`config.mk`:
```
export PLATFORM = sky130hd
export DESIGN_NAME = imcd_queue
export DESIGN_NICKNAME = d
export VERILOG_FILES = /design/src/sv/imcd_pkg.sv /design/src/sv/imcd_queue.sv
export SDC_FILE = /design/constraint.sdc
export NUM_CORES = 1
export LEC_CHECK = 0
export BUFFER_PORTS_ARGS = -buffer_cell sky130_fd_sc_hd__buf_2
export CORE_MARGIN = 2
export CORE_UTILIZATION = 50
export CTS_CLUSTER_SIZE = 30
export DETAILED_ROUTE_END_ITERATION = 16
export PLACE_DENSITY_LB_ADDON = 0.08
export SYNTH_ARGS = -nofsm -noshare
export SYNTH_HDL_FRONTEND = slang
export SYNTH_SLANG_ARGS = --single-unit
```
`constraint.sdc`:
```
create_clock -name clk_i -period 2.2 [get_ports clk_i]
set_input_delay 0.11 -clock clk_i [delete_from_list [all_inputs] [get_ports clk_i]]
set_output_delay 0.11 -clock clk_i [all_outputs]
set_load 0.01 [all_outputs]
```
`src/sv/imcd_pkg.sv`:
```
`default_nettype none

package imcd_pkg;

  localparam logic [7:0] ICE_BYTE   = 8'h58;
  localparam logic [7:0] WATER_BYTE = 8'h2E;

  localparam logic REG_FRAME_WIDTH  = 1'b0;
  localparam logic REG_FRAME_HEIGHT = 1'b1;

  localparam logic ACT_PUSH  = 1'b0;
  localparam logic ACT_FLUSH = 1'b1;

  localparam int QUEUE_AW    = 2;
  localparam int QUEUE_DEPTH = 1 << QUEUE_AW;

  typedef struct packed {
    logic wr_mid;
    logic emit;
    logic has_l;
    logic has_r;
    logic has_u;
    logic has_d;
    logic last;
  } ctl_t;

  function automatic logic [7:0] melt(input logic [7:0] centre, input ctl_t ctl,
                                      input logic [7:0] l, input logic [7:0] r,
                                      input logic [7:0] u, input logic [7:0] d);
    logic wet;
    wet = (ctl.has_l && l == WATER_BYTE) || (ctl.has_r && r == WATER_BYTE) ||
          (ctl.has_u && u == WATER_BYTE) || (ctl.has_d && d == WATER_BYTE);
    if (centre == ICE_BYTE && wet) begin
      return WATER_BYTE;
    end
    return centre;
  endfunction

endpackage

`default_nettype wire

```
`src/sv/imcd_queue.sv`:
```
`default_nettype none

module imcd_queue #(
  parameter int DW = 8
) (
  input  wire logic          clk_i,
  input  wire logic          rst_ni,
  input  wire logic          push_i,
  input  wire logic [DW-1:0] data_i,
  output logic               full_o,
  input  wire logic          pop_i,
  output logic               valid_o,
  output logic [DW-1:0]      data_o
);

  localparam int QAW = imcd_pkg::QUEUE_AW;

  logic [DW-1:0]  mem_q [imcd_pkg::QUEUE_DEPTH];
  logic [QAW-1:0] wr_ptr_q, wr_ptr_d;
  logic [QAW-1:0] rd_ptr_q, rd_ptr_d;
  logic [QAW:0]   cnt_q, cnt_d;
  logic           do_pop;

  assign full_o  = (32'(cnt_q) == imcd_pkg::QUEUE_DEPTH);
  assign valid_o = (cnt_q != '0);
  assign data_o  = mem_q[rd_ptr_q];
  assign do_pop  = pop_i && valid_o;

  always_comb begin
    wr_ptr_d = push_i ? wr_ptr_q + QAW'(1) : wr_ptr_q;
    rd_ptr_d = do_pop ? rd_ptr_q + QAW'(1) : rd_ptr_q;
    cnt_d    = cnt_q;
    if (push_i && !do_pop) begin
      cnt_d = cnt_q + (QAW + 1)'(1);
    end else if (!push_i && do_pop) begin
      cnt_d = cnt_q - (QAW + 1)'(1);
    end
  end

  always_ff @(posedge clk_i) begin
    if (push_i) begin
      mem_q[wr_ptr_q] <= data_i;
    end
  end

  always_ff @(posedge clk_i or negedge rst_ni) begin
    if (!rst_ni) begin
      wr_ptr_q <= '0;
      rd_ptr_q <= '0;
      cnt_q    <= '0;
    end else begin
      wr_ptr_q <= wr_ptr_d;
      rd_ptr_q <= rd_ptr_d;
      cnt_q    <= cnt_d;
    end
  end

endmodule

`default_nettype wire

```
After elaboration in Yosys (flattened, before gate mapping)
Memory sizes are Yosys's and may differ from the RTL's.
Cells that the tools add are included.
{"block": "word_totals", "regBits": 7, "mem_bits_rw": 32, "input_bits": 12, "output_inout_bits": 10, "wordCells": 20, "n_memories": 1}
{"name": "mem_q", "words": 4, "width": 8, "read_ports": 1, "rd_ports_with_merged_regs": 0, "wr": 1, "line_no": "imcd_queue.sv:18", "source": "logic [DW-1:0] mem_q [imcd_pkg::QUEUE_DEPTH];"}
{"block": "classes", "addsub": 4, "n_eq_ne": 1, "n_mux": 4, "n_reduce_logical": 7}
{"cell": "3-bit two-way mux", "count": 2}
{"cell": "2-bit by 1-bit adder with 2-bit output, second input constant", "count": 2}
{"cell": "3-bit by 1-bit adder with 3-bit output, second input constant", "count": 1}
{"cell": "3-bit equality test, second input constant", "count": 1}
{"cell": "1-bit logical AND", "count": 3}
{"cell": "3-bit nonzero test", "count": 1}
{"cell": "3-bit by 1-bit subtractor with 3-bit output, second input constant", "count": 1}
{"cell": "1-bit logical NOT", "count": 2}
{"cell": "1-bit two-way mux", "count": 2}
{"cell": "2-bit nonzero test", "count": 1}

Longest topological paths before layout
Gate-level depths: netlist of run 1.
{"block": "depth", "ltp_word": 5, "depth_mapped": 8, "mapped_depth_nobuf": 8}

Worst setup path before layout of run 1
OpenSTA, ideal clock, no wires.
{"block": "synth_path", "path_type": "register to register", "start": "reg cnt_q[0]", "end": "reg cnt_q[2]", "setup_ns": 0.079, "arrival_time_ns": 1.911, "required_ns": 2.121, "path_slack_ns": 0.210, "path_stages_with_launch": 9, "period_less_slack_ns": 1.990, "cell_sequence": "dfrtp_1 -> or3_4 -> nand2_4 -> ha_1 -> inv_1 -> fa_1 -> xor2_1 -> nor2_1 -> xor2_1"}
{"block": "synth_via", "elab_chain_cells": 5, "elab_cells_between_ends": 10, "cone_classes": "add/sub: 2; mux: 2; reduce/logical: 6"}
{"item": "start, declared", "line_no": "imcd_queue.sv:21", "source": "logic [QAW:0] cnt_q, cnt_d;"}
{"item": "start signal, assigned", "line_no": "imcd_queue.sv:54", "source": "cnt_q <= cnt_d;"}
{"item": "3-bit nonzero test *", "line_no": "imcd_queue.sv:25", "source": "assign valid_o = (cnt_q != '0);"}
{"item": "named net valid_o", "line_no": "imcd_queue.sv:12", "source": "output logic valid_o,"}
{"item": "1-bit logical AND *", "line_no": "imcd_queue.sv:27", "source": "assign do_pop = pop_i && valid_o;"}
{"item": "1-bit logical NOT", "line_no": "imcd_queue.sv:33", "source": "if (push_i && !do_pop) begin"}
{"item": "1-bit logical AND", "line_no": "imcd_queue.sv:33"}
{"item": "3-bit two-way mux / 2-bit nonzero test (equally long branches)"}
Mark *: on every way through the listed nets, which the timed path passes. The rest lies on a longest branch. The select of a mux whose other input is x is not followed.
A chain may end at the register's enable or synchronous reset.

Worst setup path after layout of run 1
{"block": "layout_path", "start": "reg cnt_q[0]", "end": "reg cnt_q[2]"}
{"block": "layout_via", "elab_chain_cells": 5, "elab_cells_between_ends": 10, "cone_classes": "add/sub: 2; mux: 2; reduce/logical: 6"}
{"item": "parallel branches: the longest is 5 deep, another holds 3-bit by 1-bit subtractor with 3-bit output"}
Parallel ways; which one is timed is not known. The select of a mux whose other input is x is not followed.

==> results.yml, run 1 <==
status:
  status: "finished, final reports clean"
setup_path:
  crit_required_ns: 2.47
  max_stage_delay_ns: 0.45
  crit_chain: "or3_4, nand2_4, ha_2, inv_1, fa_1, xor2_1, nor2_1, xor2_1"
  reg2reg_depth: 8
  reg2reg_setup_slack_ns: 0.13
  crit_path_start: "cnt_q[0]$_DFFE_PN0P_"
  cp_slowest_cell: "dfrtp_1"
  crit_top_cell: "xor2_1"
  crit_type: "flip-flop to flip-flop"
  cp-endpoint: "cnt_q[2]$_DFFE_PN0P_"
  cp.arrival_ns: 2.35
  end_kind: "flip-flop"
  reg2reg_from: "cnt_q[0]$_DFFE_PN0P_"
  crit-reg2reg-capture: "cnt_q[2]$_DFFE_PN0P_"
  worstPathMaxFanout: 4
  start_kind: "flip-flop"
timing:
  worst_pin_slew_ns: 0.448
  hold_viol_final: 0
  drv_slew: 0
  timing.final.crit_share: 0.941
  setup_violations: 0
  rsz0062_at_grt: "false"
  period_needed_ns: 2.07
  fmax_mhz: 483
  slew_headroom: 0.701
  fin_tns_setup_ns: 0
  clock_skew_ns: 0.0136
flow_run:
  max_cap_violations: 0
global_route:
  antenna_found_initial: 0
  grt_pass1_vias: 800
  grtUsageTotal: 0.157
  gr-total-overflow: 0
  grt_max_degree: 14
  grt_first_pass_wirelength_um: 3690
logic_synthesis:
  synth_seq_cells: 39
  syn_inst: 76
  synth_fp_nets: 94
  ys_seq_area_frac: 0.725
  avgSynthCellArea_um2: 20.6
  ys_types: 19
  synthesis.area_mm2: 0.00157
  yosys_warnings: 0
pwr:
  p_leak_uw: 0.000706
  powerDensity_mw_per_mm2: 1180
  finalPower_uw: 2230
  ir_drop_v: 0.000736
clock_network:
  numCtsBuffers: 5
  clockBufferDepth: 2
  cts_setup_buffers: 0
  cts_tree: "yes"
  clockRootBuffer: "clkbuf_4"
  htreeDepth: 2
  clkTransAtPathRegs_ns: 0.12
  insertion_delay_ns: 0.34
  cts.sinks: 39
die:
  dieArea_mm2: 0.00360
  start_util: 0.518
  io_pins: 22
  std_cell_rows: 20
  die_y_um: 60.0
  dieWidth_um: 60.0
  core_area_mm2: 0.00303
drt:
  wl_per_cell_um: 14.2
  viasPerCell: 4.89
  route.detailed.drc: 0
  num_vias: 768
  ant_nets: 0
  drtIter0Drc: 17
  routed_wl_um: 2230
  first_pass_iters: 4
place:
  portBuffers: 21
  place_congestion: 0.744
  place_hpwl_um: 1520
final_layout:
  area_growth_syn_to_layout_pct: 20.4
  fillerInstances: 229
  drive_above_1_share: 0.381
  diodes: 0
  fin_nets: 130
min_path:
  hold_class: "input pin to flip-flop"
  hp-start: "push_i"
metrics by stage:
stage,util,hold WS [ns],cell area [um^2],std cells,setup slack (ns)
2_1_floorplan,-,-0.186,1570,76,0.210
3_3_place_gp,0.568,-0.0473,1720,140,0.182
3_5_place_dp,0.568,-0.0446,1720,140,0.139
4_1_cts,0.623,0.0114,1890,157,0.0992
5_1_grt,0.624,0.0296,1890,157,0.00946
6_report,0.624,0.0242,1890,157,0.129
cells in the mapped netlist:
cell type  instances  share of area
and2_1             4          0.016
buf_6              1         0.0072
clkbuf_2           1         0.0032
dfrtp_1            7           0.11
edfxtp_1          32           0.61
fa_1               1          0.013
ha_1               5          0.040
inv_1              3         0.0072
mux2_2             1         0.0072
mux4_2             8           0.11
nand2_1            1         0.0024
nand2_4            1         0.0072
nand3_2            1         0.0064
nor2_1             1         0.0024
nor3b_1            1         0.0048
o21ai_0            1         0.0032
or3_4              1         0.0072
xnor2_1            3          0.017
xor2_1             3          0.017
placed cells by master (no fill, tap or decap):
cell type       n
nor3b_1         1
clkinv_4        1
xor2_1          3
clkinv_2        1
clkbuf_16       1
mux4_2          8
mux2_2          1
or3_4           1
dlygate4sd3_1   9
buf_2          21
nor2_1          1
nand2_4         1
xnor2_1         3
inv_1           3
clkbuf_4        5
nand3_2         1
and2_1          4
o21ai_0         1
nand2_1         1
ha_2            1
ha_1            4
dfrtp_1         7
fa_1            1
edfxtp_1       32
buf_4           1
critical path, delay by kind of cell, from the launching register on:
kind / cells / cell delay (ns)
buffers and inverters: 1 / 0.05
adders and majority gates: 2 / 0.55
and+or+nand+nor: 3 / 0.64
DFF: 1 / 0.45
xor gates and xnor gates: 2 / 0.32
cells by family (layout without fill, tap and decap cells):
kind of cell    count (synthesis)  after routing  share of synthesized area
simple gates                   10             10                     0.0463
xor+xnor                        6              6                     0.0335
flops                          39             39                      0.725
mux                             9              9                      0.122
fa+ha+maj                       6              6                     0.0527
buf+inv                         5             42                     0.0176
compound gates                  1              1                    0.00319
state kept, by name (all words and copies together), names as in the netlist:
name and flops:
mem_q 32, cnt_q 3, rd_ptr_q 2, wr_ptr_q 2
routing by layer:
metal,share of wire,vias up,track usage
met4,0.030,0,0.105
met5,0,-,0
met3,0.047,7,0.0455
li1,-,362,-
met1,0.42,377,0.188
met2,0.50,22,0.245
cell type report:
type	count	area, um^2	share of cell area
Tap cell	44	55.1	0.0292
Inverter	3	11.3	0.00596
Sequential cell	39	1140	0.602
Timing Repair Buffer	31	203	0.107
Multi-Input combinational cell	32	407	0.215
Clock inverter	2	13.8	0.00729
Clock buffer	6	62.6	0.0331
worst min path at each step:
stage	slack, ns	end	cells past startpoint
after floorplan	-0.19	cnt_q[0]$_DFFE_PN0P_	0
after global placement	-0.05	rd_ptr_q[0]$_DFFE_PN0P_	1
after detailed placement	-0.04	rd_ptr_q[1]$_DFFE_PN0P_	1
after CTS	0.01	wr_ptr_q[0]$_DFFE_PN0P_	2
after global routing	0.03	rd_ptr_q[0]$_DFFE_PN0P_	3
final	0.02	wr_ptr_q[0]$_DFFE_PN0P_	2
power breakdown:
group | switching [uW] | leakage [uW] | internal (uW)
Combinational | 324 | 0.000287 | 378
Sequential | 122 | 0.000376 | 990
Clock | 227 | 0.0000434 | 194
what timing repair did:
action | 4_1_cts | 5_1_grt
endpoints found under the hold margin | 39 | 0
hold buffers | 9 | 0
endpoints found under the setup margin | 0 | 1
resized for setup | 0 | 1
(Power assumes the default switching activity.)
==> run 2: changes to the inputs <==
BUFFER_PORTS_ARGS = -buffer_cell sky130_fd_sc_hd__buf_4   (was -buffer_cell sky130_fd_sc_hd__buf_2)
GPL_ROUTABILITY_DRIVEN = 0   (was not set)
==> run 2 against run 1 <==
Compared with the run above:
- critical path type unchanged
- die area stayed put
- wire length is 5.8% higher
- register-to-register slack worse by 0.02 ns
- sequential power hardly changed
- critical path depth stayed put
- sequential share of layout area is 2.3 points lower
- highest routed layer unchanged
- worst setup slack worse by 0.024 ns
==> results.yml, run 2 (same netlist as run 1, synthesis figures left out) <==
drt:
  viasPerCell: 4.89
  first_pass_iters: 4
  route.detailed.drc: 0
  wl_per_cell_um: 14.8
  ant_nets: 0
  routed_wl_um: 2360
  drtIter0Drc: 29
  num_vias: 777
clock_network:
  clockRootBuffer: "clkbuf_4"
  clockBufferDepth: 2
  numCtsBuffers: 5
  htreeDepth: 2
  clkTransAtPathRegs_ns: 0.11
  insertion_delay_ns: 0.34
  cts_tree: "yes"
  cts.sinks: 39
setup_path:
  worstPathMaxFanout: 4
  start_kind: "flip-flop"
  end_kind: "flip-flop"
  cp-endpoint: "cnt_q[2]$_DFFE_PN0P_"
  crit_chain: "or3_4, nand2_4, ha_1, inv_1, fa_1, xor2_1, nor2_1, xor2_1"
  crit_path_start: "cnt_q[0]$_DFFE_PN0P_"
  reg2reg_depth: 8
  reg2reg_from: "cnt_q[0]$_DFFE_PN0P_"
  crit-reg2reg-capture: "cnt_q[2]$_DFFE_PN0P_"
  cp_slowest_cell: "dfrtp_2"
  max_stage_delay_ns: 0.44
  crit_required_ns: 2.46
  crit_top_cell: "xor2_1"
  cp.arrival_ns: 2.36
  crit_type: "flip-flop to flip-flop"
  reg2reg_setup_slack_ns: 0.11
die:
  die_y_um: 60.0
  start_util: 0.518
  dieWidth_um: 60.0
  std_cell_rows: 20
  io_pins: 22
  dieArea_mm2: 0.00360
  core_area_mm2: 0.00303
status:
  status: "finished, final reports clean"
global_route:
  grt_pass1_vias: 770
  antenna_found_initial: 0
  grtUsageTotal: 0.151
  gr-total-overflow: 0
  grt_first_pass_wirelength_um: 3630
  grt_max_degree: 13
final_layout:
  layout.area.seq_mm2: 0.00114
  fin_nets: 132
  drive_above_1_share: 0.383
  fillerInstances: 218
  regMostFlops: "mem_q"
  largest_reg_flops: 32
  final_common_cell: "edfxtp_1"
  multi_input_area_um2: 404
  final_cell_mix: "32 x edfxtp_1, 23 x buf_4, 10 x dlygate4sd3_1"
  design_area_mm2: 0.00197
  top_regs: "mem_q (32), cnt_q (3)"
  area_growth_syn_to_layout_pct: 25.5
  diodes: 0
  finish.utilization: 0.650
place:
  dpl_cell_area_mm2: 0.00177
  portBuffers: 21
  dp_slack_ns: 0.109
  place_hpwl_um: 1550
pwr:
  powerDensity_mw_per_mm2: 1220
  ir_drop_v: 0.000781
  p_leak_uw: 0.000739
timing:
  setup_violations: 0
  slew_headroom: 0.698
  rsz0062_at_grt: "false"
  fin_ws_ns: 0.105
  fmax_mhz: 477
  whs_ns: 0.0403
  fin_tns_setup_ns: 0
  worst_pin_slew_ns: 0.452
  hold_viol_final: 0
  timing.final.crit_share: 0.952
  period_needed_ns: 2.09
  clock_skew_ns: 0.0105
  drv_slew: 0
flow_run:
  max_cap_violations: 0
min_path:
  hold_class: "input pin to flip-flop"
[run 2: cell count changes in the layout (fill, tap and decap cells not counted), sizes merged]
| cell | delta |
|---|---|
| bufinv | +1 |
| buf | +1 |
| dlygate4sd3 | +1 |
| clkinv | -1 |
[run 2: worst min-delay path by stage]
stage | depth (start not counted) | end | start
after floorplan | 0 | cnt_q[0]$_DFFE_PN0P_ | rst_ni
after global placement | 1 | rd_ptr_q[1]$_DFFE_PN0P_ | rst_ni
after detailed placement | 1 | rd_ptr_q[0]$_DFFE_PN0P_ | rst_ni
after CTS | 3 | rd_ptr_q[0]$_DFFE_PN0P_ | pop_i
after global routing | 3 | rd_ptr_q[0]$_DFFE_PN0P_ | pop_i
final | 3 | rd_ptr_q[0]$_DFFE_PN0P_ | pop_i
[run 2: metrics by stage]
| stage | std cells | power, uW |
|---|---|---|
| final | 159 | 2400 |
| after global routing | 159 | 2550 |
| after global placement | 140 | 1900 |
| after floorplan | 76 | 1620 |
| after CTS | 158 | 2420 |
| after detailed placement | 140 | 1910 |
[run 2: timing repair]
item	in CTS	in global routing
setup endpoints to repair	0	1
hold buffers	10	0
buffers inserted	0	1
hold endpoints to repair	40	0
resized for setup	0	1
[run 2: per-layer routing]
layer  track usage  routed length (um)  up-vias  part of all wire
met5             0                   0        -                 0
met4        0.0571                  36        0             0.015
met2         0.236                1140       19              0.48
li1              -                   -      367                 -
met1         0.187                1080      387              0.46
met3        0.0649                 103        4             0.044
[run 2: layout make-up]
type | instances | share of cell area
multi-input combinational | 32 | 0.205
clock inverter | 2 | 0.0178
clock buffer | 6 | 0.0261
timing repair buffer | 33 | 0.139
sequential | 39 | 0.578
inverter | 3 | 0.00573
tap | 44 | 0.0280
[run 2: report_power, final]
part	switching (uW)	leakage [uW]	internal, uW	total (uW)
clock network	225	0.0000482	269	494
logic	344	0.000316	453	797
registers	121	0.000375	992	1110
[run 2: worst max-delay path: cells and delay by family (launching register included)]
family / cells / cell delay [ns]
simple gates: 3 / 0.62
fa+ha+maj: 2 / 0.55
flops: 1 / 0.44
xor+xnor: 2 / 0.34
buf+inv: 1 / 0.06
