$ cat src/sv/imcd_pkg.sv
`default_nettype none

package imcd_pkg;

  localparam logic [7:0] ICE_BYTE   = 8'h58;
  localparam logic [7:0] WATER_BYTE = 8'h2E;

  localparam logic REG_FRAME_WIDTH  = 1'b0;
  localparam logic REG_FRAME_HEIGHT = 1'b1;

  localparam logic ACT_PUSH  = 1'b0;
  localparam logic ACT_FLUSH = 1'b1;

  localparam int QUEUE_AW    = 2;
  localparam int QUEUE_DEPTH = 1 << QUEUE_AW;

  typedef struct packed {
    logic wr_mid;
    logic emit;
    logic has_l;
    logic has_r;
    logic has_u;
    logic has_d;
    logic last;
  } ctl_t;

  function automatic logic [7:0] melt(input logic [7:0] centre, input ctl_t ctl,
                                      input logic [7:0] l, input logic [7:0] r,
                                      input logic [7:0] u, input logic [7:0] d);
    logic wet;
    wet = (ctl.has_l && l == WATER_BYTE) || (ctl.has_r && r == WATER_BYTE) ||
          (ctl.has_u && u == WATER_BYTE) || (ctl.has_d && d == WATER_BYTE);
    if (centre == ICE_BYTE && wet) begin
      return WATER_BYTE;
    end
    return centre;
  endfunction

endpackage

`default_nettype wire

$ cat src/sv/imcd_front.sv
`default_nettype none

module imcd_front #(
  parameter int MAX_WIDTH  = 2048,
  parameter int MAX_HEIGHT = 2048,
  parameter int AW         = (MAX_WIDTH > 1) ? $clog2(MAX_WIDTH) : 1
) (
  input  wire logic            clk_i,
  input  wire logic            rst_ni,
  input  wire logic            cfg_we_i,
  input  wire logic            cfg_index_i,
  input  wire logic [11:0]     cfg_data_i,
  input  wire logic            s_valid_i,
  input  wire logic            s_action_i,
  input  wire logic [7:0]      s_pixel_i,
  output logic                 s_ready_o,
  input  wire logic            q_full_i,
  output logic                 q_push_o,
  output imcd_pkg::ctl_t       q_ctl_o,
  output logic [AW-1:0]        q_col_o,
  output logic [7:0]           q_pixel_o
);

  localparam int WW = $clog2(MAX_WIDTH + 1);
  localparam int HW = $clog2(MAX_HEIGHT + 1);

  logic [11:0]   width_q, width_d;
  logic [11:0]   height_q, height_d;
  logic [AW-1:0] col_q, col_d;
  logic [HW-1:0] row_q, row_d;

  logic [WW-1:0] eff_w;
  logic [HW-1:0] eff_h;
  logic          col_last;
  logic          flush_phase;
  logic          is_push;
  logic          accept;
  logic          keep;

  always_comb begin
    if (width_q == 12'd0) begin
      eff_w = WW'(1);
    end else if (32'(width_q) > MAX_WIDTH) begin
      eff_w = WW'(MAX_WIDTH);
    end else begin
      eff_w = WW'(width_q);
    end
    if (height_q == 12'd0) begin
      eff_h = HW'(1);
    end else if (32'(height_q) > MAX_HEIGHT) begin
      eff_h = HW'(MAX_HEIGHT);
    end else begin
      eff_h = HW'(height_q);
    end
  end

  assign col_last    = (32'(col_q) + 32'd1) >= 32'(eff_w);
  assign flush_phase = 32'(row_q) >= 32'(eff_h);
  assign is_push     = (s_action_i == imcd_pkg::ACT_PUSH);
  assign s_ready_o   = !q_full_i;
  assign accept      = s_valid_i && !q_full_i;
  assign keep        = is_push ? !flush_phase : flush_phase;
  assign q_push_o    = accept && keep;
  assign q_col_o     = col_q;
  assign q_pixel_o   = s_pixel_i;

  always_comb begin
    q_ctl_o.wr_mid = is_push;
    q_ctl_o.emit   = is_push ? (row_q != '0) : 1'b1;
    q_ctl_o.has_l  = (col_q != '0);
    q_ctl_o.has_r  = !col_last;
    q_ctl_o.has_u  = is_push ? (32'(row_q) >= 32'd2) : (32'(eff_h) >= 32'd2);
    q_ctl_o.has_d  = is_push;
    q_ctl_o.last   = !is_push && col_last;
  end

  always_comb begin
    width_d  = width_q;
    height_d = height_q;
    col_d    = col_q;
    row_d    = row_q;
    if (cfg_we_i) begin
      unique case (cfg_index_i)
        imcd_pkg::REG_FRAME_WIDTH:  width_d  = cfg_data_i;
        imcd_pkg::REG_FRAME_HEIGHT: height_d = cfg_data_i;
        default: ;
      endcase
      col_d = '0;
      row_d = '0;
    end else if (q_push_o) begin
      if (col_last) begin
        col_d = '0;
        row_d = is_push ? row_q + HW'(1) : '0;
      end else begin
        col_d = col_q + AW'(1);
      end
    end
  end

  always_ff @(posedge clk_i or negedge rst_ni) begin
    if (!rst_ni) begin
      width_q  <= 12'd2048;
      height_q <= 12'd2048;
      col_q    <= '0;
      row_q    <= '0;
    end else begin
      width_q  <= width_d;
      height_q <= height_d;
      col_q    <= col_d;
      row_q    <= row_d;
    end
  end

endmodule

`default_nettype wire

$ cat config.mk
export PLATFORM = sky130hd
export DESIGN_NAME = imcd_front
export DESIGN_NICKNAME = d
export VERILOG_FILES = /design/src/sv/imcd_pkg.sv /design/src/sv/imcd_front.sv
export SDC_FILE = /design/constraint.sdc
export NUM_CORES = 1
export LEC_CHECK = 0
export BUFFER_PORTS_ARGS = -buffer_cell sky130_fd_sc_hd__buf_2
export CORE_MARGIN = 2
export CORE_UTILIZATION = 61
export DETAILED_ROUTE_END_ITERATION = 8
export HOLD_SLACK_MARGIN = 0.06
export PLACE_DENSITY_LB_ADDON = 0.25
export SKIP_CTS_REPAIR_TIMING = 1
export SYNTH_ARGS = -nofsm -noshare
export SYNTH_HDL_FRONTEND = slang
export SYNTH_SLANG_ARGS = --single-unit
$ cat constraint.sdc
create_clock -name clk_i -period 6.67 [get_ports clk_i]
set_clock_uncertainty 0.2 [all_clocks]
set_input_delay 1.0005 -clock clk_i [delete_from_list [all_inputs] [get_ports clk_i]]
set_output_delay 1.0005 -clock clk_i [all_outputs]
set_load 0.03 [all_outputs]
; ---- Yosys cells after proc, flatten, opt, wreduce, memory -nomap -nowiden
; Index checks and enable logic that the tools add are counted.
[word_totals]
ff_bits = 47
output_inout_bits = 28
wordCells = 44
inputBits = 27
[op_classes]
n_addsub = 3
muxes = 14
magnitude_cmp = 6
bitwise = 2
reduce_logical = 15
[op_table]
columns = op, count
row1 = 12-bit 2-to-1 mux, 8
row2 = 11-bit 2-to-1 mux, 3
row3 = 12-bit greater-or-equal comparator, 2
row4 = "12-bit by 2-bit greater-or-equal comparator with 1-bit output, second input constant", 2
row5 = "12-bit > comparator, second input constant", 2
row6 = 12-bit zero test, 2
row7 = "11-bit by 1-bit adder with 12-bit output, second input constant", 1
row8 = "12-bit by 1-bit adder with 12-bit output, second input constant", 1
row9 = 12-bit nonzero test, 1
row10 = "11-bit by 1-bit adder with 11-bit output, second input constant", 1
row11 = 11-bit nonzero test, 1
row12 = 2-bit AND reduction, 3
row13 = 2-bit nonzero test, 2
row14 = 1-bit logical AND, 3
row15 = 1-bit zero test, 3
row16 = 1-bit 2-to-1 mux, 3
row17 = 1-bit inverter, 2

; ---- Depth between registers and ports, before layout
; Gate-level depths: netlist of the first run.
[depth]
depth_word = 9
ltp_mapped = 14
depth_no_buf = 12

; ---- Least setup slack after synthesis of the first run
; Ideal clock, no wire load.
[synth_path]
path_type = flip-flop to output port
start = register col_q[0] (netlist: q_col_o[0])
end = output port q_ctl_o[0] (netlist name)
path_buffers = 1
path_slack_ns = 2.300
arrival_time_ns = 3.170
required_time_ns = 5.469
path_stages_with_launch = 13
cell_sequence = dfrtp_1 > and3_1 > nand3_1 > or2_2 > nor3_1 > xnor2_1 > ha_1 > a21o_1 > a21oi_1 > nor2b_1 > a311oi_4 > buf_6 > nor2_1
[synth_lines]
columns = item, line
row1 = from (decl), imcd_front.sv:29  ; logic [AW-1:0] col_q, col_d;
row2 = from (signal assigned), imcd_front.sv:109  ; col_q <= col_d;
row3 = to (decl), imcd_front.sv:19  ; output imcd_pkg::ctl_t q_ctl_o,

==> flow_metrics.tcl, run 1 <==
set metrics [dict create \
    status "finished, final reports clean" \
    synth_nets 397 \
    gp_congestion 0.887 \
    hold_violations 0 \
    drv_cap 0 \
    io_buffers 38 \
    powerDensity_nw_per_um2 197 \
    die_w_um 77.2 \
    seqPwrFrac_pct 47.3 \
    cts_tree "yes" \
    rows 26 \
    p_int_w 0.000487 \
    drc 0 \
    antenna_left 0 \
    synth_xor_area_share_pct 2.15 \
    core-area_um2 5140 \
    timing.final.setup_violations 0 \
    dieHeight_um 77.2 \
    reg2reg_slack_ns 2.57 \
    synth_seq_cells 47 \
    clockRootBuffer "clkbuf_8" \
    timing.rr.end "row_q[11]" \
    tightest_slew_ns 1.03 \
    synthSimpleGateAreaFrac_pct 18.5 \
    layout_min_cycle_time_ns 5.07 \
    synth_ff_type "dfrtp_1" \
    final_cells 434 \
    synth_cells 341 \
    dp.cells 426 \
    clkSlewWorstSetupHoldPaths_ns 0.09 \
    worstReg2RegStart "q_col_o[4]" \
    finalHoldWorstSlack_ns 0.314 \
    synth_edf_count 0 \
    crit_arrival_ns 3.87 \
    hold_depth 1 \
    ys_types 55 \
    io_pins 55 \
    antennaDiodeCount 0 \
    yosysSeqAreaShare_pct 36.1 \
    yosys_warnings 0 \
    tns_ns 0 \
    rsz0062_at_grt "no" \
    synth_top_family_by_area "simple AND/OR/NAND/NOR gates" \
    grt_pass1_vias 2641 \
    crit_type "reg -> out" \
    ir_drop_mv 0.137 \
    clock_path_buffers 2 \
    fin_util_pct 68.5 \
    power.leakage_nw 1.62 \
    gr-total-overflow 0 \
    initial_core_util_pct 63.5 \
    pwr-share-clk_pct 31.7 \
    grt_pass1_wl_um 12600 \
    synth_async_sr_flop_share_pct 100 \
    syn-cell-area_um2 3270 \
    numCtsBuffers 5 \
    switchingPower_w 0.000206 \
    fin_crit_sh_pct 76.1 \
    vias 2747 \
    critPathCapture "q_ctl_o[3]" \
    nets 419 \
    numClockSinks 47 \
    grtUsageTotal_pct 26.5 \
    slew_headroom_pct 31.5 \
    clock.fmax_mhz 197 \
    crit_path_start "q_col_o[4]" \
    dieArea_um2 5950 \
    grt_max_degree 48 \
    wl_per_cell_um 17.2 \
    r2r_cells 12 \
    viasPerCell 6.33 \
    combPwrFrac_pct 21.0 \
    critPathLaunchType "flop" \
    antenna_found_initial 0 \
    synth_top_area_share_pct 34.5 \
    synth_most_common_cell "dfrtp_1" \
    htreeDepth 2 \
    postSynthAreaPerCell_um2 9.58 \
    insertion_delay_ns 0.30 \
    path_max_fanout 17 \
    ys_top_cells_by_count "45 x dfrtp_1, 41 x nand2_1, 29 x ha_1" \
    drv_slew 0 \
    switching_share_pct 29.8 \
    end_kind "output port" \
    yosysTopAreaCell "dfrtp_1" \
    synth-compound-area-share_pct 17.8 \
    drt_wl_total_um 7480 \
    synth.area.mux_share_pct 8.28 \
    drt-initial-drc-count 272 \
    synth.area.top_cells "dfrtp_1 34%, ha_1 11%, mux2_2 8.3%" \
    syn2layout_area_growth_pct 7.82 \
    worstPathRequired_ns 5.47 \
    yosys.area_share.adder_pct 11.1 \
    place_hpwl_um 5520 \
    drt-pass1-iter-count 4 \
    drive_above_1_share_pct 22.3 \
    hold_path_class "reg -> reg" \
]
## power groups by stage
stage               Sequential [W]  Clock [W]  Combinational (W)
floorplan                 0.000328          0           0.000117
global placement          0.000331          0           0.000141
detailed placement        0.000333          0           0.000145
CTS                       0.000327   0.000223           0.000146
global route              0.000331   0.000233           0.000163
finish                    0.000328   0.000220           0.000146
## area by class of cell
class / instances / area [µm²]
Clock buffer: 6 / 82.6
Clock inverter: 2 / 35.0
Fill cell: 431 / 1620
Inverter: 16 / 60.1
Multi-Input combinational cell: 255 / 1890
Sequential cell: 47 / 1180
Tap cell: 70 / 87.6
Timing Repair Buffer: 38 / 190
## cell families after synthesis
| logic type | after synthesis |
|---|---|
| simple gates | 120 |
| mux | 24 |
| fa+ha+maj | 29 |
| xor+xnor | 8 |
| buf+inv | 39 |
| flops | 47 |
| compound gates | 74 |
## routing by layer
layer  global-route usage (%)  vias to the layer above  share of wire [%]
met5                        0                        -                  0
met4                     10.5                        0                1.6
met3                     3.53                       12                5.5
met2                     41.7                       90                 48
met1                     36.9                     1331                 45
li1                         -                     1314                  -
## cells in the final DEF, fill, tap and decap left out, drive strengths merged, types with 5 or more instances in the layout
master,synthesis,layout
and3,7,7
a22oi,5,5
nand4,8,8
dfrtp,45,45
inv,16,16
mux2,24,24
nor4,11,11
clkbuf,7,6
nor3,10,10
nand2,41,41
nor2,14,14
o21ai,17,17
nand3,13,13
nor3b,5,5
xnor2,6,6
a21o,5,5
o32a,6,6
o2111ai,5,5
ha,29,29
buf,16,38
a21oi,6,6
## per-stage QoR
step | worst slack (ns) | instance area (µm²) | power [W]
final | 1.60 | 3520 | 0.000693
after global routing | 1.31 | 3520 | 0.000727
after CTS | 1.64 | 3520 | 0.000696
after detailed placement | 1.99 | 3400 | 0.000478
after global placement | 2.12 | 3400 | 0.000472
after floorplan | 2.30 | 3270 | 0.000446
## sequential cells by signal, summed over array words and instances, names as in the netlist
| register | flops |
|---|---|
| q_col_o | 11 |
| height_q | 12 |
| width_q | 12 |
| row_q | 12 |
## worst min path at each step
stage           startpoint           to  slack, ns
3_5_place_dp   height_q[0]  height_q[0]       0.30
6_report       height_q[0]  height_q[0]       0.31
2_1_floorplan  height_q[0]  height_q[0]       0.28
3_3_place_gp   height_q[0]  height_q[0]       0.29
4_1_cts        height_q[0]  height_q[0]       0.32
5_1_grt        height_q[0]  height_q[0]       0.35
## worst max-delay path, cell delays in order (launching register included)
cell      delay (ns)
dfrtp_1         0.47
and3_1          0.18
nand3_1         0.17
or2_2           0.37
nor3_1          0.30
xnor2_1         0.14
ha_1            0.34
a21o_1          0.18
a21oi_1         0.24
nor2b_1         0.12
a311oi_4        0.72
buf_2           0.33
Power figures use the tool's default switching activity.
==> inputs of run 2 (changes only) <==
- CORE_UTILIZATION: 61 -> 57
- clock period: 6.67 -> 4.7 ns (I/O delays scaled with it)
==> flow_metrics.tcl, run 2 (synthesis results as in run 1) <==
set metrics [dict create \
    status "finished, final reports clean" \
    layout_common_cells "45 x dfrtp_1, 41 x nand2_1, 38 x buf_2" \
    antennaDiodeCount 0 \
    viasPerCell 6.29 \
    pwr-share-clk_pct 31.6 \
    hold_depth 1 \
    grt_pass1_vias 2619 \
    seqCellArea_um2 1180 \
    tns_ns 0 \
    clkSlewWorstSetupHoldPaths_ns 0.10 \
    met3_usage_pct 3.85 \
    slew_headroom_pct 30.8 \
    io_pins 55 \
    total_power_w 0.000986 \
    rsz0062_at_grt "no" \
    numCtsBuffers 5 \
    worstPathRequired_ns 3.80 \
    ir_drop_mv 0.220 \
    tightest_slew_ns 1.04 \
    switchingPower_w 0.000304 \
    syn2layout_area_growth_pct 8.77 \
    crit_type "reg -> out" \
    place_hpwl_um 5650 \
    grt_pass1_wl_um 12800 \
    dieArea_um2 6350 \
    drt_wl_total_um 7580 \
    grtUsageTotal_pct 25.9 \
    dp.cells 432 \
    final_cells 440 \
    wl_per_cell_um 17.2 \
    insertion_delay_ns 0.31 \
    critPathMaxStageDelay_ns 0.48 \
    use_met2_pct 40.5 \
    io_buffers 38 \
    final_common_cell "dfrtp_1" \
    rows 27 \
    reg2reg_slack_ns 0.77 \
    drc 0 \
    cts_tree "yes" \
    multi_input_area_um2 1890 \
    cp_cell_sequence "and3_1, nand3_1, or2_2, nor3_1, xnor2_1, ha_1, a21o_1, a21oi_1, nor2b_1, a311oi_4, buf_2" \
    timing.final.setup_violations 0 \
    timing.rr.end "row_q[11]" \
    vias 2769 \
    use_met1_pct 37.2 \
    layout_min_cycle_time_ns 4.37 \
    grt_max_degree 48 \
    antenna_left 0 \
    clock.fmax_mhz 229 \
    initial_core_util_pct 59.3 \
    cpMaxStageDelayCell "dfrtp_1" \
    critPathLaunchType "flop" \
    r2r_cells 13 \
    gr-total-overflow 0 \
    powerDensity_nw_per_um2 278 \
    crit_arrival_ns 3.46 \
    min_from "height_q[0]" \
    die_w_um 79.7 \
    worstReg2RegStart "q_col_o[0]" \
    drive_above_1_share_pct 23.1 \
    end_kind "output port" \
    hold_violations 0 \
    seqPwrFrac_pct 47.2 \
    hold_path_class "reg -> reg" \
    gp_congestion 0.911 \
    antenna_found_initial 0 \
    fin_crit_sh_pct 92.9 \
    drv_slew 0 \
    clockRootBuffer "clkbuf_8" \
    nets 423 \
    reg_top3 "height_q: 12 flops, row_q: 12 flops, width_q: 12 flops" \
    clock_path_buffers 2 \
    path_max_fanout 8 \
    nFillCells 454 \
    switching_share_pct 30.8 \
    drt-initial-drc-count 214 \
    drt-pass1-iter-count 5 \
    numClockSinks 47 \
    top_usage_layer "met2" \
    min_delay_worst_endpoint "height_q[0]" \
    combPwrFrac_pct 21.2 \
    core-area_um2 5510 \
    p_int_w 0.000683 \
    finalHoldWorstSlack_ns 0.316 \
    power.leakage_nw 1.63 \
    htreeDepth 2 \
    dieHeight_um 79.7 \
    drv_cap 0 \
]
run 2: cell types whose count changed in the layout (fill, tap and decap cells not counted):
cell,before,now
buf_4,0,4
clkbuf_8,6,5
inv_6,0,1
clkinv_4,0,1
clkinv_2,1,0
run 2: worst max-delay path by stage:
stage,to,cells after the start,slack (ns),start
floorplan,q_ctl_o[0],12,0.63,q_col_o[0]
global placement,q_ctl_o[3],11,0.88,q_col_o[0]
detailed placement,q_ctl_o[0],12,0.80,q_col_o[0]
CTS,q_ctl_o[0],12,0.43,q_col_o[0]
global route,q_ctl_o[0],12,0.11,q_col_o[0]
finish,q_ctl_o[3],11,0.33,q_col_o[0]
run 2: cell type report:
cell class                      count  area share [%]
Clock buffer                        5            1.94
Multi-Input combinational cell    255            53.1
Inverter                           16            1.69
Tap cell                           72            2.54
Clock inverter                      3            1.34
Timing Repair Buffer               42            6.20
Sequential cell                    47            33.2
run 2: per-stage QoR:
stage	utilization (%)	area, µm²	worst slack [ns]
after floorplan	-	3270	0.625
after global placement	62.4	3440	0.878
after detailed placement	62.4	3440	0.802
after CTS	64.5	3550	0.431
after global routing	64.5	3550	0.115
final	64.5	3550	0.333
run 2: power groups by stage:
stage	Sequential (W)	Combinational (W)	Clock (W)
2_1_floorplan	0.000466	0.000167	0
3_3_place_gp	0.000471	0.000204	0
3_5_place_dp	0.000473	0.000209	0
4_1_cts	0.000465	0.000210	0.000315
5_1_grt	0.000471	0.000234	0.000336
6_report	0.000465	0.000209	0.000312
run 2: worst max-delay path, delay by kind of cell (launching register included):
kind            cells  cell delay [ns]
simple gates        5             1.16
xor+xnor            1             0.12
flops               1             0.48
buf+inv             1             0.26
fa+ha+maj           1             0.33
compound gates      3             0.80
run 2: metal layers:
layer | up-vias | part of all wire (%) | routed length (µm)
met1 | 1324 | 46 | 3470
met4 | 0 | 1.5 | 117
met2 | 107 | 47 | 3550
met3 | 14 | 5.8 | 441
met5 | - | 0 | 0
li1 | 1324 | - | -
==> inputs of run 3 (changes only) <==
- PLACE_DENSITY: not set -> 0.9
- PLACE_DENSITY_LB_ADDON: 0.25 -> not set
==> flow_metrics.tcl, run 3 (synthesis results as in run 1) <==
set metrics [dict create \
    core-area_um2 5510 \
    reg_top3 "height_q: 12 flops, row_q: 12 flops, width_q: 12 flops" \
    io_pins 55 \
    cp_cell_sequence "and3_1, nand3_1, or2_2, nor3_1, xnor2_1, ha_1, a21o_1, a21oi_1, nor2b_1, a311oi_4, buf_4, nor2_1, buf_2" \
    timing.final.setup_violations 0 \
    p_int_w 0.000683 \
    critPathMaxStageDelay_ns 0.48 \
    drv_slew 0 \
    numClockSinks 47 \
    drt-initial-drc-count 382 \
    tightest_slew_ns 1.04 \
    combPwrFrac_pct 21.5 \
    antenna_found_initial 0 \
    numCtsBuffers 5 \
    worstPathRequired_ns 3.80 \
    clockRootBuffer "clkbuf_8" \
    grt_max_degree 48 \
    rows 27 \
    clock_path_buffers 2 \
    dp.cells 430 \
    layout_min_cycle_time_ns 4.35 \
    placedInstanceArea_um2 3420 \
    pwr-share-clk_pct 31.7 \
    switching_share_pct 31.4 \
    switchingPower_w 0.000312 \
    design_area_um2 3560 \
    nFillCells 444 \
    vias 2855 \
    drt-pass1-iter-count 5 \
    drc 0 \
    htreeDepth 2 \
    syn2layout_area_growth_pct 9.00 \
    cts_tree "yes" \
    insertion_delay_ns 0.31 \
    rsz0062_at_grt "no" \
    final_cells 441 \
    antenna_left 0 \
    die_w_um 79.7 \
    crit_arrival_ns 3.44 \
    initial_core_util_pct 59.3 \
    tns_ns 0 \
    end_kind "output port" \
    dieHeight_um 79.7 \
    layout_common_cells "45 x dfrtp_1, 41 x nand2_1, 38 x buf_2" \
    final_common_cell "dfrtp_1" \
    seqPwrFrac_pct 46.8 \
    powerDensity_nw_per_um2 279 \
    status "finished, final reports clean" \
    drive_above_1_share_pct 23.3 \
    wl_per_cell_um 18.0 \
    grtUsageTotal_pct 25.8 \
    drv_cap 0 \
    path_max_fanout 8 \
    gp_congestion 0.927 \
    grt_pass1_vias 2678 \
    clock.fmax_mhz 230 \
    slew_headroom_pct 30.4 \
    nets 424 \
    io_buffers 38 \
    fin_crit_sh_pct 92.4 \
    power.leakage_nw 1.64 \
    dieArea_um2 6350 \
    crit_type "reg -> out" \
    reg2reg_slack_ns 0.61 \
    critPathLaunchType "flop" \
    place_hpwl_um 5670 \
    gr-total-overflow 0 \
    antennaDiodeCount 0 \
    clkSlewWorstSetupHoldPaths_ns 0.10 \
    drt_wl_total_um 7920 \
    hold_violations 0 \
    ir_drop_mv 0.276 \
    hold_path_class "reg -> reg" \
    grt_pass1_wl_um 12800 \
    cpMaxStageDelayCell "dfrtp_1" \
    viasPerCell 6.47 \
]
## run 3: changes by cell type in the layout (fill, tap and decap cells not counted)
cell	before	now
buf_4	4	5
## run 3: cell type report
cell class	count	area, µm²	share of cell area (%)
Clock buffer	5	68.8	1.93
Clock inverter	3	47.5	1.34
Inverter	16	60.1	1.69
Multi-Input combinational cell	255	1890	53.0
Sequential cell	47	1180	33.1
Tap cell	72	90.1	2.53
Timing Repair Buffer	43	228	6.40
## run 3: power by group through the flow
stage / clock (W) / sequential (W) / combinational [W]
after CTS: 0.000318 / 0.000466 / 0.000210
after floorplan: 0 / 0.000466 / 0.000167
after detailed placement: 0 / 0.000473 / 0.000208
after global placement: 0 / 0.000470 / 0.000199
final: 0.000315 / 0.000466 / 0.000214
after global routing: 0.000337 / 0.000470 / 0.000234
## run 3: layer usage
metal	global-route usage, %	vias to the layer above	part of all wire, %
met2	41.0	175	48
li1	-	1320	-
met3	3.85	19	7.8
met1	36.1	1341	42
met4	8.62	0	1.8
met5	0	-	0
## run 3: final timing paths
path                             start          end  cells past startpoint
min in group asynchronous       rst_ni     row_q[3]                      1
hold reg to reg            height_q[0]  height_q[0]                      1
hold / removal             height_q[0]  height_q[0]                      1
setup reg to reg            q_col_o[0]   q_col_o[2]                     12
setup / recovery            q_col_o[0]   q_ctl_o[0]                     13
max in group asynchronous       rst_ni   q_col_o[4]                      1
## run 3: per-stage QoR
stage | total power [W] | setup WS (ns) | hold WS (ns) | utilization, %
after floorplan | 0.000633 | 0.625 | 0.209 | -
after global placement | 0.000670 | 0.637 | 0.293 | 62.1
after detailed placement | 0.000681 | 0.533 | 0.302 | 62.1
after CTS | 0.000994 | 0.197 | 0.323 | 64.2
after global routing | 0.00104 | 0.109 | 0.352 | 64.6
final | 0.000995 | 0.355 | 0.320 | 64.6
## run 3: critical path: cells and delay by family (launching register included)
kind	cells	cell delay, ns
adder cells (fa/ha/maj)	1	0.35
flip-flops	1	0.48
AND/OR/NAND/NOR	6	1.18
XOR/XNOR	1	0.12
buffers and inverters	2	0.37
AO/OA/AOI/OAI	3	0.62
